File: src/rtl/voxel_grid_first_point_filter_core_defines.svh
// ----------------------------------------------------------------------------
// voxel grid first point filter assertion macros
// assertion forms used by the filter back module
// ----------------------------------------------------------------------------
`ifndef VOXEL_GRID_FIRST_POINT_FILTER_CORE_DEFINES_SVH
`define VOXEL_GRID_FIRST_POINT_FILTER_CORE_DEFINES_SVH

// same-cycle implication
`define VGFP_CHECK(lbl, pre, cond, msg) \
    lbl: assert property (@(posedge i_clk) disable iff (!i_rst_n) (pre) |-> (cond)) \
        else $error(msg);

// next-cycle implication
`define VGFP_NEXT(lbl, pre, cond, msg) \
    lbl: assert property (@(posedge i_clk) disable iff (!i_rst_n) (pre) |=> (cond)) \
        else $error(msg);

`endif

File: src/rtl/vgfp_pkg.sv
// ----------------------------------------------------------------------------
// vgfp_pkg
// constants, codes and types shared by the voxel grid filter modules
// ----------------------------------------------------------------------------
package vgfp_pkg;

    localparam int TABLE_SLOTS_DEF = 65536;
    localparam int KEY_BITS_DEF    = 21;
    localparam int FIFO_DEPTH      = 4;

    localparam int INV_W      = 23;
    localparam int MAX_W      = 16;
    localparam int CFG_IDX_W  = 4;
    localparam int CFG_DATA_W = 23;
    localparam int POS_W      = 32;
    localparam int REFL_W     = 8;
    localparam int CNT_W      = 16;
    localparam int PROD_W     = 56;
    localparam int FRAC_SHIFT = 26;

    localparam logic [INV_W-1:0] INV_MAX   = 23'd6553600;
    localparam logic [INV_W-1:0] INV_RESET = 23'd655360;
    localparam logic [MAX_W-1:0] MAX_RESET = 16'd65535;

    localparam logic [31:0] HASH_LO = 32'h7F4A7C15;
    localparam logic [31:0] HASH_HI = 32'h9E3779B9;

    localparam logic [CFG_IDX_W-1:0] REG_INV = 4'd0;
    localparam logic [CFG_IDX_W-1:0] REG_MAX = 4'd1;

    typedef logic [2:0] t_status;

    localparam t_status ST_INSERTED = 3'd0;
    localparam t_status ST_DUP      = 3'd1;
    localparam t_status ST_FULL     = 3'd2;
    localparam t_status ST_INVALID  = 3'd3;
    localparam t_status ST_RANGE    = 3'd4;

endpackage

File: src/rtl/vgfp_fifo.sv
// ----------------------------------------------------------------------------
// vgfp_fifo
// small register queue between the classify front and the probe back
// ----------------------------------------------------------------------------
module vgfp_fifo
    import vgfp_pkg::*;
#(
    parameter int DW = 8
) (
    input  logic          i_clk,
    input  logic          i_rst_n,
    input  logic          i_valid,
    output logic          o_ready,
    input  logic [DW-1:0] i_data,
    output logic          o_valid,
    input  logic          i_ready,
    output logic [DW-1:0] o_data
);

    localparam int PTR_W = $clog2(FIFO_DEPTH);

    logic [DW-1:0]  r_buf [FIFO_DEPTH];
    logic [PTR_W-1:0] r_wr;
    logic [PTR_W-1:0] r_rd;
    logic [PTR_W:0]   r_cnt;
    logic             w_push;
    logic             w_pop;

    assign o_ready = (r_cnt != (PTR_W+1)'(FIFO_DEPTH));
    assign o_valid = (r_cnt != '0);
    assign o_data  = r_buf[r_rd];
    assign w_push  = i_valid && o_ready;
    assign w_pop   = o_valid && i_ready;

    always_ff @(posedge i_clk) begin
        if (w_push) begin
            r_buf[r_wr] <= i_data;
        end
    end

    always_ff @(posedge i_clk) begin
        if (!i_rst_n) begin
            r_wr  <= '0;
            r_rd  <= '0;
            r_cnt <= '0;
        end else begin
            if (w_push) begin
                r_wr <= r_wr + 1'b1;
            end
            if (w_pop) begin
                r_rd <= r_rd + 1'b1;
            end
            if (w_push && !w_pop) begin
                r_cnt <= r_cnt + 1'b1;
            end else if (w_pop && !w_push) begin
                r_cnt <= r_cnt - 1'b1;
            end
        end
    end

endmodule

File: config.mk
export PLATFORM = sky130hd
export DESIGN_NAME = vgfp_fifo
export DESIGN_NICKNAME = d
export VERILOG_FILES = /design/src/rtl/voxel_grid_first_point_filter_core_defines.svh /design/src/rtl/vgfp_pkg.sv /design/src/rtl/vgfp_fifo.sv
export SDC_FILE = /design/constraint.sdc
export NUM_CORES = 1
export LEC_CHECK = 0
export BUFFER_PORTS_ARGS = -buffer_cell sky130_fd_sc_hd__buf_2
export CAP_MARGIN = 20
export CORE_MARGIN = 4
export CORE_UTILIZATION = 60
export CTS_CLUSTER_DIAMETER = 30
export DETAILED_ROUTE_END_ITERATION = 16
export GPL_TIMING_DRIVEN = 0
export PLACE_DENSITY = 0.83
export SYNTH_ARGS = -nofsm -noshare
export SYNTH_HDL_FRONTEND = slang
export SYNTH_SLANG_ARGS = --single-unit
File: constraint.sdc
create_clock -name i_clk -period 5.1 [get_ports i_clk]
set_clock_uncertainty 0.05 [all_clocks]
set_input_delay 0.255 -clock i_clk [delete_from_list [all_inputs] [get_ports i_clk]]
set_output_delay 0.255 -clock i_clk [all_outputs]
set_load 0.005 [all_outputs]
==> flow_metrics.env <==
export IMPL_cts_buffers=5
export IMPL_r2r_cells=8
export IMPL_worst_slack_ns=2.77
export IMPL_first_pass_iters=4
export IMPL_worst_slew_pin_slew_ns=0.541
export IMPL_ys_seq_area_frac=0.689
export IMPL_grt_pass1_wl_um=4010
export IMPL_area_growth_pct=11.4
export IMPL_cts_tree="built"
export IMPL_antenna_cells=0
export IMPL_synth_cell_area_um2=1660
export IMPL_synth_edf_count=32
export IMPL_fp_dieH_um=60.5
export IMPL_synth_top_area_share=0.580
export IMPL_synth_area_leaders="edfxtp_1, dfxtp_1, mux4_2"
export IMPL_cp_top_family="adder cells"
export IMPL_synth_top_area_cell="edfxtp_1"
export IMPL_portBuffers=20
export IMPL_power_w=0.000835
export IMPL_coreArea_um2=2540
export IMPL_netlist_instances=90
export IMPL_synthFlopType="edfxtp_1"
export IMPL_start_kind="flop"
export IMPL_via_count=825
export IMPL_cp_buffers_inverters=1
export IMPL_min_path_cells=1
export IMPL_post_cts_buffers=0
export IMPL_timing_rr_start="r_cnt[0]"
export IMPL_synth_seq_cells=41
export IMPL_clk_pin_slew_ns=0.11
export IMPL_synth_common_cells="edfxtp_1, dfxtp_1, and2_1, mux4_2"
export IMPL_p_per_area_nw_per_um2=453
export IMPL_numClockSinks=41
export IMPL_cts_max_path_buffers=2
export IMPL_die_area_um2=3670
export IMPL_synth_avg_cell_area_um2=18.4
export IMPL_finalCritPeriodShare=0.456
export IMPL_fp_row_count=18
export IMPL_holdPathEnd="r_buf[3][4]"
export IMPL_grt_overflow_total=0
export IMPL_tns_ns=0
export IMPL_drt_antenna_violating_nets=0
export IMPL_start_util=0.651
export IMPL_ir_drop_v=0.000316
export IMPL_dp_hpwl_um=1820
export IMPL_status="finished clean"
export IMPL_slowest_delay_ns=0.56
export IMPL_wl_um=2480
export IMPL_yosys_warnings=0
export IMPL_slowest_stage="dfxtp_1"
export IMPL_end_kind="flop"
export IMPL_yosysMostFrequentCell="edfxtp_1"
export IMPL_insertion_delay_ns=0.33
export IMPL_fin_crit_ns=2.33
export IMPL_antenna_found_initial=0
export IMPL_cts_repair_resized=0
export IMPL_rsz0062_at_grt="no"
export IMPL_die_width_um=60.5
export IMPL_synth_nets=108
export IMPL_cp_cell_sequence="nor2_2 -> a21boi_4 -> ha_1 -> inv_1 -> fa_1 -> xor2_1 -> or3_1 -> a21boi_0"
export IMPL_cts_root_buf="clkbuf_4"
export IMPL_preCtsSetupSlack_ns=2.80
export IMPL_finalMaxSlewViolations=0
export IMPL_wl_per_cell_um=16.8
export IMPL_drc=0
export IMPL_vias_per_cell=5.57
export IMPL_routabilityCongestion=0.641
export IMPL_finalSetupViolCount=0
export IMPL_path_max_fanout=7
export IMPL_hold_class="input pin to flop"
export IMPL_cts_hold_buf=0
export IMPL_drt_iter0_markers=28
export IMPL_worstPathRequired_ns=5.32
export IMPL_h_tree_depth=2
export IMPL_hold_viol=0
export IMPL_arrival_ns=2.54
export IMPL_grtUsageTotal=0.162
export IMPL_clock_fmax_ghz=0.430
export IMPL_hp_start="i_data[4]"
export IMPL_maxCapViolCount=0
export IMPL_drive_gt1_frac=0.347
export IMPL_r2r_end="r_cnt[2]"
export IMPL_r2r_slack_ns=2.77
export IMPL_synth_cell_types=22
export IMPL_nNetsFinal=135
export IMPL_leakagePower_nw=0.665
export IMPL_slew_headroom=0.639
export IMPL_grt_max_degree=13
export IMPL_pin_count=22
export IMPL_crit_type="flop to flop"
export IMPL_grt_pass1_vias=828
export IMPL_synthArstFlopShare=0
export IMPL_fillCellCount=156
==> metal layers <==
layer,vias up,GRT usage,wire [um]
met5,-,0,0
met4,0,0.0743,34
met3,5,0.0489,145
met2,25,0.256,1250
met1,400,0.210,1050
li1,395,-,-
==> stage by stage <==
stage / cell area, um^2 / std cells / hold WS, ns / utilization
floorplan: 1660 / 90 / 0.304 / -
global placement: 1790 / 140 / 0.416 / 0.705
detailed placement: 1790 / 140 / 0.424 / 0.705
CTS: 1850 / 148 / 0.0699 / 0.725
global route: 1850 / 148 / 0.0587 / 0.725
finish: 1850 / 148 / 0.0757 / 0.725
==> power breakdown <==
group          total (W)  internal, W  leakage, nW  switching (W)
combinational   0.000241     0.000131        0.266       0.000111
clock           0.000147    0.0000526       0.0320      0.0000941
sequential      0.000447     0.000411        0.367      0.0000366
total           0.000835     0.000594        0.665       0.000241
==> logic make-up (layout without fill, tap and decap cells) <==
group / count (synthesis) / after routing / synth area share
fa+ha+maj: 6 / 6 / 0.0498
flops: 41 / 41 / 0.689
compound gates: 5 / 5 / 0.0415
simple gates: 17 / 17 / 0.0574
mux: 11 / 11 / 0.127
buf+inv: 6 / 34 / 0.0143
xor+xnor: 4 / 4 / 0.0212
==> flip-flops by register name, indices dropped and copies added (netlist names), named ones only <==
register,cells
r_rd,2
r_buf,32
r_wr,2
r_cnt,3
==> cell type report <==
type | count | area (um^2) | share of cell area
tap | 30 | 37.5 | 0.0203
buffer | 3 | 12.5 | 0.00678
timing repair buffer | 20 | 100 | 0.0542
inverter | 3 | 11.3 | 0.00610
clock buffer | 6 | 41.3 | 0.0224
multi-input combinational | 43 | 492 | 0.266
clock inverter | 2 | 10.0 | 0.00542
sequential | 41 | 1140 | 0.618
==> placed cells by master (no fill, tap or decap), types with 2 or more instances in the layout <==
| cell | count |
|---|---|
| nand2_1 | 5 |
| mux4_2 | 8 |
| edfxtp_1 | 32 |
| clkbuf_1 | 3 |
| buf_2 | 21 |
| and2_1 | 8 |
| dfxtp_1 | 9 |
| clkinv_2 | 2 |
| xnor2_1 | 3 |
| inv_1 | 3 |
| mux2i_1 | 3 |
| ha_1 | 5 |
| clkbuf_4 | 5 |
==> worst max path at each step <==
stage	startpoint	endpoint	slack, ns	depth (start not counted)
after detailed placement	r_cnt[0]	r_cnt[2]	2.80	8
after global placement	r_cnt[0]	r_cnt[2]	2.91	8
final	r_cnt[0]	r_cnt[2]	2.77	8
after floorplan	r_cnt[0]	r_cnt[2]	2.99	8
after global routing	r_cnt[0]	r_cnt[2]	2.62	8
after CTS	r_cnt[0]	r_cnt[2]	2.77	8
Power figures use the tool's default switching activity.
